File: src/design/rocr_pkg.sv
package rocr_pkg;

    // Relay modes
    localparam logic [1:0] MODE_NORMAL       = 2'd0;
    localparam logic [1:0] MODE_CLEARING     = 2'd1;
    localparam logic [1:0] MODE_WAIT_RECLOSE = 2'd2;
    localparam logic [1:0] MODE_LOCKOUT      = 2'd3;

    // Register indexes on the configuration port
    localparam logic [2:0] REG_CURRENT_LIMIT       = 3'd0;
    localparam logic [2:0] REG_CLEARING_TICKS      = 3'd1;
    localparam logic [2:0] REG_FIRST_RECLOSE_TICKS = 3'd2;
    localparam logic [2:0] REG_LATER_RECLOSE_TICKS = 3'd3;
    localparam logic [2:0] REG_MAX_ATTEMPTS        = 3'd4;
    localparam logic [2:0] REG_ATTEMPT_RESET_TICKS = 3'd5;

    localparam int unsigned LEVEL_W = 16;
    localparam int unsigned TICK_W  = 16;
    localparam int unsigned COUNT_W = 4;
    localparam int unsigned SINCE_W = 17;
    localparam int unsigned ADDR_W  = 5;
    localparam int unsigned DATA_W  = 32;

    localparam logic [SINCE_W-1:0] SINCE_MAX   = '1;
    localparam logic [COUNT_W-1:0] COUNT_MAX   = '1;
    localparam logic [LEVEL_W-1:0] LIMIT_RESET = '1;

    typedef logic [TICK_W-1:0]  tick_t;
    typedef logic [COUNT_W-1:0] count_t;
    typedef logic [SINCE_W-1:0] since_t;

endpackage

File: src/design/reclosing_overcurrent_relay.sv
// Channel   | Handshake                    | Payload
// ----------+------------------------------+------------------------------------------
// input     | in_valid / in_ready          | current_level
// result    | out_valid / out_ready        | breaker_open, trip_event, reclose_event,
//           |                              | over_limit, locked_out, attempts_used
// config    | psel, penable, pwrite, pready| paddr, pwdata, prdata
//
// One request per cycle while in_ready is high; its result is registered in the output register as it is accepted.
// The relay state and the result register update together in a single pass.
// in_ready stays high while the output register is empty or is being drained.
// Reset (rst_n low) puts the breaker closed, timers at zero, the attempt count at zero,
// the since-reclose counter saturated and the configuration at its reset values.
module reclosing_overcurrent_relay (
    input  logic                                  clk,
    input  logic                                  rst_n,
    input  logic                                  in_valid,
    output logic                                  in_ready,
    input  logic [rocr_pkg::LEVEL_W-1:0]          current_level,
    output logic                                  out_valid,
    input  logic                                  out_ready,
    output logic                                  breaker_open,
    output logic                                  trip_event,
    output logic                                  reclose_event,
    output logic                                  over_limit,
    output logic                                  locked_out,
    output logic [rocr_pkg::COUNT_W-1:0]          attempts_used,
    input  logic                                  psel,
    input  logic                                  penable,
    input  logic                                  pwrite,
    input  logic [rocr_pkg::ADDR_W-1:0]           paddr,
    input  logic [rocr_pkg::DATA_W-1:0]           pwdata,
    output logic [rocr_pkg::DATA_W-1:0]           prdata,
    output logic                                  pready
);

    // Configuration
    logic [rocr_pkg::LEVEL_W-1:0] current_limit_reg;
    rocr_pkg::tick_t              clearing_ticks_reg;
    rocr_pkg::tick_t              first_reclose_ticks_reg;
    rocr_pkg::tick_t              later_reclose_ticks_reg;
    rocr_pkg::count_t             max_attempts_reg;
    rocr_pkg::tick_t              attempt_reset_ticks_reg;

    // Relay state
    logic [1:0]        mode_reg;
    logic [1:0]        mode_next;
    rocr_pkg::tick_t   timer_reg;
    rocr_pkg::tick_t   timer_next;
    rocr_pkg::count_t  count_reg;
    rocr_pkg::count_t  count_next;
    rocr_pkg::since_t  since_reg;
    rocr_pkg::since_t  since_next;

    // Result register
    logic              out_valid_reg;
    logic              breaker_open_reg;
    logic              trip_event_reg;
    logic              reclose_event_reg;
    logic              over_limit_reg;
    logic              locked_out_reg;
    rocr_pkg::count_t  attempts_used_reg;

    logic       cfg_write;
    logic [2:0] cfg_index;
    logic       accept;
    logic       over;
    logic       start_req;
    logic       trip_req;
    logic       reclose;

    assign pready    = 1'b1;
    assign cfg_write = psel && penable && pwrite && pready;
    assign cfg_index = paddr[rocr_pkg::ADDR_W-1:2];

    assign in_ready = !out_valid_reg || out_ready;
    assign accept   = in_valid && in_ready;

    always_ff @(posedge clk or negedge rst_n)
    begin
        if (!rst_n)
        begin
            current_limit_reg       <= rocr_pkg::LIMIT_RESET;
            clearing_ticks_reg      <= '0;
            first_reclose_ticks_reg <= '0;
            later_reclose_ticks_reg <= '0;
            max_attempts_reg        <= '0;
            attempt_reset_ticks_reg <= '0;
        end
        else if (cfg_write)
        begin
            case (cfg_index)
                rocr_pkg::REG_CURRENT_LIMIT:
                    current_limit_reg <= pwdata[rocr_pkg::LEVEL_W-1:0];
                rocr_pkg::REG_CLEARING_TICKS:
                    clearing_ticks_reg <= pwdata[rocr_pkg::TICK_W-1:0];
                rocr_pkg::REG_FIRST_RECLOSE_TICKS:
                    first_reclose_ticks_reg <= pwdata[rocr_pkg::TICK_W-1:0];
                rocr_pkg::REG_LATER_RECLOSE_TICKS:
                    later_reclose_ticks_reg <= pwdata[rocr_pkg::TICK_W-1:0];
                rocr_pkg::REG_MAX_ATTEMPTS:
                    max_attempts_reg <= pwdata[rocr_pkg::COUNT_W-1:0];
                rocr_pkg::REG_ATTEMPT_RESET_TICKS:
                    attempt_reset_ticks_reg <= pwdata[rocr_pkg::TICK_W-1:0];
                default:
                    ;
            endcase
        end
    end

    always_comb
    begin
        case (cfg_index)
            rocr_pkg::REG_CURRENT_LIMIT:
                prdata = {{(rocr_pkg::DATA_W-rocr_pkg::LEVEL_W){1'b0}}, current_limit_reg};
            rocr_pkg::REG_CLEARING_TICKS:
                prdata = {{(rocr_pkg::DATA_W-rocr_pkg::TICK_W){1'b0}}, clearing_ticks_reg};
            rocr_pkg::REG_FIRST_RECLOSE_TICKS:
                prdata = {{(rocr_pkg::DATA_W-rocr_pkg::TICK_W){1'b0}}, first_reclose_ticks_reg};
            rocr_pkg::REG_LATER_RECLOSE_TICKS:
                prdata = {{(rocr_pkg::DATA_W-rocr_pkg::TICK_W){1'b0}}, later_reclose_ticks_reg};
            rocr_pkg::REG_MAX_ATTEMPTS:
                prdata = {{(rocr_pkg::DATA_W-rocr_pkg::COUNT_W){1'b0}}, max_attempts_reg};
            rocr_pkg::REG_ATTEMPT_RESET_TICKS:
                prdata = {{(rocr_pkg::DATA_W-rocr_pkg::TICK_W){1'b0}}, attempt_reset_ticks_reg};
            default:
                prdata = '0;
        endcase
    end

    assign over = (current_level >= current_limit_reg);

    always_comb
    begin
        mode_next  = mode_reg;
        timer_next = timer_reg;
        count_next = count_reg;
        since_next = (since_reg != rocr_pkg::SINCE_MAX) ? since_reg + 1'b1 : since_reg;
        start_req  = 1'b0;
        trip_req   = 1'b0;
        reclose    = 1'b0;

        case (mode_reg)
            rocr_pkg::MODE_NORMAL:
            begin
                start_req = over;
            end
            rocr_pkg::MODE_CLEARING:
            begin
                if (timer_reg > rocr_pkg::tick_t'(1))
                    timer_next = timer_reg - 1'b1;
                else if (over)
                    trip_req = 1'b1;
                else
                begin
                    mode_next  = rocr_pkg::MODE_NORMAL;
                    timer_next = '0;
                end
            end
            rocr_pkg::MODE_WAIT_RECLOSE:
            begin
                if (timer_reg > rocr_pkg::tick_t'(1))
                    timer_next = timer_reg - 1'b1;
                else
                begin
                    reclose    = 1'b1;
                    if (count_reg != rocr_pkg::COUNT_MAX)
                        count_next = count_reg + 1'b1;
                    since_next = '0;
                    mode_next  = rocr_pkg::MODE_NORMAL;
                    timer_next = '0;
                    start_req  = over;
                end
            end
            default:
                ;
        endcase

        // Zero clearing time trips on the spot, otherwise arm the clearing timer
        if (start_req)
        begin
            if (clearing_ticks_reg == '0)
                trip_req = 1'b1;
            else
            begin
                mode_next  = rocr_pkg::MODE_CLEARING;
                timer_next = clearing_ticks_reg;
            end
        end

        if (trip_req)
        begin
            // Drop the attempt count after a long enough quiet spell
            if (since_next > {1'b0, attempt_reset_ticks_reg})
                count_next = '0;
            if (count_next < max_attempts_reg)
            begin
                mode_next  = rocr_pkg::MODE_WAIT_RECLOSE;
                timer_next = (count_next == '0) ? first_reclose_ticks_reg
                                                : later_reclose_ticks_reg;
            end
            else
            begin
                mode_next  = rocr_pkg::MODE_LOCKOUT;
                timer_next = '0;
            end
        end
    end

    always_ff @(posedge clk or negedge rst_n)
    begin
        if (!rst_n)
        begin
            mode_reg      <= rocr_pkg::MODE_NORMAL;
            timer_reg     <= '0;
            count_reg     <= '0;
            since_reg     <= rocr_pkg::SINCE_MAX;
            out_valid_reg <= 1'b0;
        end
        else
        begin
            if (accept)
            begin
                mode_reg  <= mode_next;
                timer_reg <= timer_next;
                count_reg <= count_next;
                since_reg <= since_next;
            end
            if (in_ready)
                out_valid_reg <= in_valid;
        end
    end

    always_ff @(posedge clk)
    begin
        if (accept)
        begin
            breaker_open_reg  <= (mode_next == rocr_pkg::MODE_WAIT_RECLOSE) ||
                                 (mode_next == rocr_pkg::MODE_LOCKOUT);
            trip_event_reg    <= trip_req;
            reclose_event_reg <= reclose;
            over_limit_reg    <= (mode_next == rocr_pkg::MODE_CLEARING);
            locked_out_reg    <= (mode_next == rocr_pkg::MODE_LOCKOUT);
            attempts_used_reg <= count_next;
        end
    end

    assign out_valid     = out_valid_reg;
    assign breaker_open  = breaker_open_reg;
    assign trip_event    = trip_event_reg;
    assign reclose_event = reclose_event_reg;
    assign over_limit    = over_limit_reg;
    assign locked_out    = locked_out_reg;
    assign attempts_used = attempts_used_reg;

`ifndef SYNTHESIS
    a_lockout_sticks: assert property (@(posedge clk) disable iff (!rst_n)
        (mode_reg == rocr_pkg::MODE_LOCKOUT) |=> (mode_reg == rocr_pkg::MODE_LOCKOUT))
        else $error("relay left lockout");

    a_trip_opens: assert property (@(posedge clk) disable iff (!rst_n)
        (out_valid && trip_event) |-> breaker_open)
        else $error("trip reported with breaker closed");

    a_clearing_closed: assert property (@(posedge clk) disable iff (!rst_n)
        (out_valid && over_limit) |-> (!breaker_open && !trip_event))
        else $error("clearing timer reported while open or tripping");

    a_lockout_open: assert property (@(posedge clk) disable iff (!rst_n)
        (out_valid && locked_out) |-> breaker_open)
        else $error("lockout reported with breaker closed");
`endif

endmodule

File: config.mk
export PLATFORM = sky130hd
export DESIGN_NAME = reclosing_overcurrent_relay
export DESIGN_NICKNAME = d
export VERILOG_FILES = /design/src/design/rocr_pkg.sv /design/src/design/reclosing_overcurrent_relay.sv
export SDC_FILE = /design/constraint.sdc
export NUM_CORES = 1
export LEC_CHECK = 0
export BUFFER_PORTS_ARGS = -buffer_cell sky130_fd_sc_hd__buf_2
export CAP_MARGIN = 25
export CORE_MARGIN = 4
export CORE_UTILIZATION = 47
export DETAILED_ROUTE_END_ITERATION = 10
export GPL_ROUTABILITY_DRIVEN = 0
export GPL_TIMING_DRIVEN = 0
export MAX_ROUTING_LAYER = met4
export PLACE_DENSITY = 0.73
export RECOVER_POWER = 50
export SYNTH_ARGS = -nofsm -noshare
export SYNTH_HDL_FRONTEND = slang
export SYNTH_SLANG_ARGS = --single-unit
File: constraint.sdc
create_clock -name clk -period 4.65 [get_ports clk]
set_input_delay 0.93 -clock clk [delete_from_list [all_inputs] [get_ports clk]]
set_output_delay 0.93 -clock clk [all_outputs]
set_load 0.03 [all_outputs]
* Yosys cells after proc, flatten, opt, wreduce, memory -nomap -nowiden *
Cells that the tools add are included.

operators by class
  $add $sub $neg = 3
  order comparisons = 4
  eq/ne operators = 12
  muxes and demuxes = 35
  reductions and logical operators = 16

operator list
  kind                     number
  $mux W16                 8
  $pmux W16 S6             1
  $mux W17                 3
  $pmux W16 S2             1
  $mux W4                  6
  $add A17 B1 Y17 const B  1
  $gt A17 B16 Y1           1
  $ne A17 B17 Y1 const B   1
  $ge A16 B16 Y1           1
  $gt A16 B1 Y1 const B    1
  $logic_not A16 Y1        1
  $sub A16 B1 Y16 const B  1
  $mux W2                  6
  $reduce_and A2 Y1        6
  $mux W1                  8
  $eq A2 B2 Y1 const B     3
  $eq A3 B2 Y1 const B     2
  $eq A3 B3 Y1 const B     2
  $add A4 B1 Y4 const B    1
  $eq A2 B1 Y1 const B     2
  $logic_not A4 Y1         1
  $lt A4 B4 Y1             1
  $ne A4 B4 Y1 const B     1
  $pmux W2 S2              1
  other kinds (7)          10

word-level totals
  register bits after elaboration = 133
  output and inout port bits = 44

* Logic depth before layout (Yosys ltp) *
  depth in word-level cells = 12
  depth in mapped cells = 26

* Least setup slack after synthesis *
No wires, ideal clock.

  path kind = register -> register
  from = register since_reg[0]
  to = register timer_reg[10]
  arrival time = 4.690 ns
  data required time = 4.563 ns
  path slack = -0.126 ns
  stages on the path, launching flop included = 25
  buffers on the path = 2
  period minus slack after synthesis = 4.776 ns
  cell sequence = dfstp_2 > ha_1 > and4_1 > and3_1 > a311oi_1 > and4_1 > clkbuf_1 > nand4_1 > xor2_1 > nor2_1 > ha_1 > nand4_1 > nor4_1 > nor2b_1 > o221ai_2 > nor2_1 > ha_1 > nor2b_1 > o21ai_0 > nand2b_1 > a21oi_1 > o311a_1 > nand2_1 > buf_2 > o211ai_1

between the ends
  longest elaborated chain between the ends = 11
  elaborated cells on any way between the ends = 13
  those cells by class = add/sub (1); order compare (2); eq/ne (1); mux (8); reduce/logical (1)

RTL lines
  item                                                  RTL line                            text
  from (decl)                                           reclosing_overcurrent_relay.sv:51   rocr_pkg::since_t since_reg;
  from (signal assigned)                                reclosing_overcurrent_relay.sv:216  since_reg <= rocr_pkg::SINCE_MAX;
  from (signal assigned)                                reclosing_overcurrent_relay.sv:226  since_reg <= since_next;
  $add A17 B1 Y17 or $ne A17 B17 Y1 (tied branches)     reclosing_overcurrent_relay.sv:137  since_next = (since_reg != rocr_pkg::SINCE_MAX) ? since_reg + 1'b1 : since_reg;
  $mux W17 *                                            reclosing_overcurrent_relay.sv:137
  $mux W17                                              reclosing_overcurrent_relay.sv:161  if (timer_reg > rocr_pkg::tick_t'(1))
  $mux W17 *                                            reclosing_overcurrent_relay.sv:142  case (mode_reg)
  named net since_next[11]                              reclosing_overcurrent_relay.sv:52   rocr_pkg::since_t since_next;
  $gt A17 B16 Y1 *                                      reclosing_overcurrent_relay.sv:193  if (since_next > {1'b0, attempt_reset_ticks_reg})
  $mux W4 *                                             reclosing_overcurrent_relay.sv:193
  $mux W4 *                                             reclosing_overcurrent_relay.sv:190  if (trip_req)
  branches (longest 2 deep; another with $lt A4 B4 Y1)  n/a
  $mux W16 *                                            reclosing_overcurrent_relay.sv:195  if (count_next < max_attempts_reg)
  $mux W16 *                                            reclosing_overcurrent_relay.sv:190
  to (signal assigned)                                  reclosing_overcurrent_relay.sv:224  timer_reg <= timer_next;
  to (decl)                                             reclosing_overcurrent_relay.sv:47   rocr_pkg::tick_t timer_reg;

Mark *: on every way through the listed nets, which the timed path passes. The select of a mux whose other input is x is not followed.
A chain may end at the register's enable or synchronous reset.

* Final worst setup path *
  from = register since_reg[1]
  to = register timer_reg[4]

The elaborated chain is that of the path after synthesis.

==> impl_results.rst <==
.. list-table::
   :header-rows: 1

   * - Metric
     - Value
   * - Outcome
     - finished, violations left
   * - Failing checks
     - max-capacitance violations, max-slew violations, negative setup slack
   * - Area grow syn2layout
     - 22.33%
   * - Clock tree from TritonCTS
     - done
   * - Cells taking the most area after synthesis
     - sky130_fd_sc_hd__dfrtp_1 (27%), sky130_fd_sc_hd__dfstp_2 (10%), sky130_fd_sc_hd__mux2_2 (8.3%)
   * - Leakage dissipation
     - 0.004534 µW
   * - Req. time, crit path
     - 5000 ps
   * - Leading post-synthesis cells by instance count
     - sky130_fd_sc_hd__nand2_1 (100), sky130_fd_sc_hd__dfrtp_1 (91), sky130_fd_sc_hd__o21ai_0 (69), sky130_fd_sc_hd__mux2_2 (61), sky130_fd_sc_hd__inv_1 (54)
   * - Area of the die
     - roughly 20000 µm²
   * - Finished Core Util
     - 58.85%
   * - Antenna diodes
     - 0
   * - Highest Clock Rate
     - 0.2037 GHz
   * - GR Overflow Total
     - 0
   * - Via Count
     - between 7000 and 8000
   * - Combined area of all synthesized cells
     - between 8000 and 9000 µm²
   * - Yosys top cell by area
     - sky130_fd_sc_hd__dfrtp_1
   * - Yosys top cell area share
     - 27.36%
   * - Met3 track utilization from global routing
     - 5.665%
   * - Hold Worst Slack
     - about 490 ps
   * - Rel. slew slack
     - -97.66%
   * - Filler instances
     - roughly 1500
   * - Number of slew-limit violations in the final report
     - 127
   * - Rows
     - 48
   * - Number of antenna violations at the first check in global routing
     - 0
   * - Total DRC errors in the routed layout
     - 0
   * - Detailed router's first-iteration violation count
     - 816
   * - Clock-pin slew on the worst setup and hold paths
     - 60 ps
   * - Vertical extent of the die
     - 141.1 µm
   * - Final worst setup slack
     - -259.9 ps
   * - Combined global-route utilization of all metal layers
     - 26.11%
   * - Post-Place Worst Slack
     - -1148 ps
   * - Number of global-route vias before repair
     - 7352
   * - Detail-routed via count per cell
     - 6.029
   * - Sequential share of the synthesized area
     - about 40%
   * - Crit start category
     - flop
   * - Pin count of the biggest net entering global routing
     - 71
   * - Count of endpoints failing setup in the final report
     - 18
   * - Crit path time final
     - 4910 ps
   * - Number of instances in the synthesized netlist
     - 869
   * - Area taken by flip-flops and latches
     - 3415 µm²
   * - Worst-Margin Slew
     - 2965 ps
   * - Detail Placement HPWL
     - around 18 mm
   * - # nets final
     - 1106
   * - PD cells
     - 506.9 nW/µm²
   * - Number of port buffers
     - 65
   * - Kind of end point of the critical path
     - flop
   * - Root Driver
     - sky130_fd_sc_hd__clkbuf_16
   * - Count of clock tree sinks
     - 133
   * - Wire length of the first global-routing pass
     - around 39 mm
   * - Yosys warnings
     - 0
   * - Layer with the highest usage after global routing
     - met2
   * - Top-count cell post-synth
     - sky130_fd_sc_hd__nand2_1
   * - Initial cell density of the core
     - 48.11%
   * - Number of synthesized flops with an enable pin
     - 9
   * - Clock latency on the worst-skew pair
     - 440 ps
   * - Hold crit path type
     - flop to flop
   * - Category of the most critical setup path
     - flop to flop
   * - Inserted Clock Buffers
     - 17
   * - Average wire length per cell after detail routing
     - 20.40 µm
   * - H-tree lvl count
     - 4
   * - Number of placed I/O pins
     - 104
   * - Number of buffers on the longest clock path
     - 2
   * - Final period utilization
     - 105.6%
   * - Number of search-and-repair iterations in the first detailed-routing pass
     - 6
   * - Flip-flop count of the largest register after layout
     - 17
   * - Area taken by multi-input logic gates
     - 4691 µm²
   * - Number of distinct library cells after synthesis
     - 69
   * - Final setup skew
     - 7.944 ps
   * - Placeable Area
     - between 15000 and 20000 µm²
   * - Largest fanout of any net on the critical path
     - 7
   * - Average cell area after synthesis
     - approximately 9.6 µm²
   * - Chip width
     - 141.1 µm
   * - RSZ-0062 raised after global routing
     - true
   * - Routed Antenna Nets
     - 0
   * - Max capacitance violation total
     - 2
   * - Met2 GRT Util
     - 39.83%
   * - Final wirelength
     - 25.33 mm
   * - Number of hold violations in the final report
     - 0
   * - Arr. time, crit path
     - ~5300 ps
   * - Flip-flop and latch count after synthesis
     - approximately 130
   * - Leading register cell type out of synthesis
     - sky130_fd_sc_hd__dfrtp_1
   * - Share of flip-flops with an asynchronous set or reset
     - 93.23%
   * - Global Route met1 Usage
     - 34.02%
   * - Max rail drop VDD
     - 0.3553 mV
   * - Layout cell share with drive strength beyond 1
     - between 20% and 30%
## worst paths after layout
check,cells past startpoint,slack [ps],endpoint,start
min in group asynchronous,1,1450,out_valid,rst_n
max in group asynchronous,2,430,first_reclose_ticks_reg[6],rst_n
hold reg to reg,2,490,since_reg[6],since_reg[6]
setup reg to reg,25,-260,timer_reg[4],since_reg[1]
hold / removal,2,490,since_reg[6],since_reg[6]
setup / recovery,25,-260,timer_reg[4],since_reg[1]
## worst max-delay path, cell delays in order (launching register included)
cell and delay [ps]:
sky130_fd_sc_hd__dfstp_2 560, sky130_fd_sc_hd__ha_4 140, sky130_fd_sc_hd__and4_4 210, sky130_fd_sc_hd__and3_4 220
sky130_fd_sc_hd__a311oi_4 100, sky130_fd_sc_hd__buf_4 150, sky130_fd_sc_hd__and3_4 180, sky130_fd_sc_hd__and3_4 180
sky130_fd_sc_hd__xnor2_2 110, sky130_fd_sc_hd__nor2_1 60, sky130_fd_sc_hd__ha_1 300, sky130_fd_sc_hd__nand4_1 220
sky130_fd_sc_hd__nor3_2 100, sky130_fd_sc_hd__o31ai_1 400, sky130_fd_sc_hd__a211o_1 240, sky130_fd_sc_hd__o221ai_4 120
sky130_fd_sc_hd__nor2_2 170, sky130_fd_sc_hd__ha_4 220, sky130_fd_sc_hd__nor2b_4 120, sky130_fd_sc_hd__o21ai_2 120
sky130_fd_sc_hd__nand2b_1 70, sky130_fd_sc_hd__a21oi_2 140, sky130_fd_sc_hd__o311a_1 260, sky130_fd_sc_hd__nand2_4 100
sky130_fd_sc_hd__buf_4 160, sky130_fd_sc_hd__o211ai_1 160
## per-layer routing
layer	wire (µm)	part of all wire [%]	vias to the layer above
met3	2332	9.2	87
li1	-	-	3386
met2	11420	45	408
met4	969	3.8	0
met1	10610	42	3607
met5	0	0	-
## per-stage QoR
step / total power, µW / TNS (ps) / cells / area, µm²
global route: 5451 / -23790 / 1242 / 10180
finish: 5160 / -3864 / 1242 / 10180
global placement: 3603 / -16860 / 1174 / 9000
CTS: 5067 / -26.83 / 1233 / 10090
floorplan: 3118 / 0 / 884 / 8393
detailed placement: 3656 / -18190 / 1177 / 9056
## layout make-up
class | count | share of cell area, %
Multi-Input combinational cell | 630 | 46.08
Sequential cell | 133 | 33.54
Timing Repair Buffer | 103 | 5.986
Clock buffer | 24 | 4.929
Buffer | 62 | 3.859
Tap cell | 225 | 2.765
Inverter | 57 | 2.151
Clock inverter | 8 | 0.6883
## layout by cell type, fill, tap and decap left out, types with 9 or more instances in the layout
| master | n |
|---|---|
| sky130_fd_sc_hd__o211ai_1 | 26 |
| sky130_fd_sc_hd__clkbuf_1 | 42 |
| sky130_fd_sc_hd__dfstp_2 | 33 |
| sky130_fd_sc_hd__nand2_1 | 98 |
| sky130_fd_sc_hd__buf_2 | 60 |
| sky130_fd_sc_hd__a21oi_1 | 29 |
| sky130_fd_sc_hd__a22oi_1 | 12 |
| sky130_fd_sc_hd__mux2i_1 | 25 |
| sky130_fd_sc_hd__buf_4 | 51 |
| sky130_fd_sc_hd__o31ai_1 | 11 |
| sky130_fd_sc_hd__edfxtp_1 | 9 |
| sky130_fd_sc_hd__nor2_1 | 42 |
| sky130_fd_sc_hd__o21ai_0 | 68 |
| sky130_fd_sc_hd__mux2_2 | 60 |
| sky130_fd_sc_hd__o22ai_1 | 11 |
| sky130_fd_sc_hd__nand3_1 | 22 |
| sky130_fd_sc_hd__ha_1 | 36 |
| sky130_fd_sc_hd__nand4_1 | 9 |
| sky130_fd_sc_hd__conb_1 | 17 |
| sky130_fd_sc_hd__nor4_1 | 9 |
| sky130_fd_sc_hd__nor3_1 | 13 |
| sky130_fd_sc_hd__inv_1 | 54 |
| sky130_fd_sc_hd__nand2b_1 | 9 |
| sky130_fd_sc_hd__clkbuf_16 | 18 |
| sky130_fd_sc_hd__dfrtp_1 | 91 |
## kinds of logic (layout without fill, tap and decap cells)
| logic type | Yosys count | in the layout | synth area share (%) |
|---|---|---|---|
| and+or+nand+nor | 252 | 252 | 14.40 |
| AOI/OAI and AO/OA | 208 | 208 | 16.22 |
| DFF | 133 | 133 | 41.03 |
| buffers and inverters | 121 | 254 | 6.781 |
| muxes | 95 | 95 | 13.47 |
| adders and majority gates | 42 | 42 | 6.315 |
| xor gates and xnor gates | 16 | 16 | 1.684 |
| other | 2 | 17 | 0.09025 |
## what timing repair did
action | 4_1_cts | 5_1_grt
setup endpoints to repair | 18 | 18
setup buffers | 25 | 10
pin swaps | 21 | 25
hold buffers | 0 | 0
cloned | 1 | 0
resized for setup | 59 | 12
## where the power goes
part	switching (µW)	total [µW]	leakage [µW]	internal [µW]
Combinational	1220	2090	0.00268	863
Sequential	275	1760	0.00157	1490
Clock	509	1310	0.000287	802
Total	2010	5160	0.00453	3150
(Power assumes the default switching activity.)
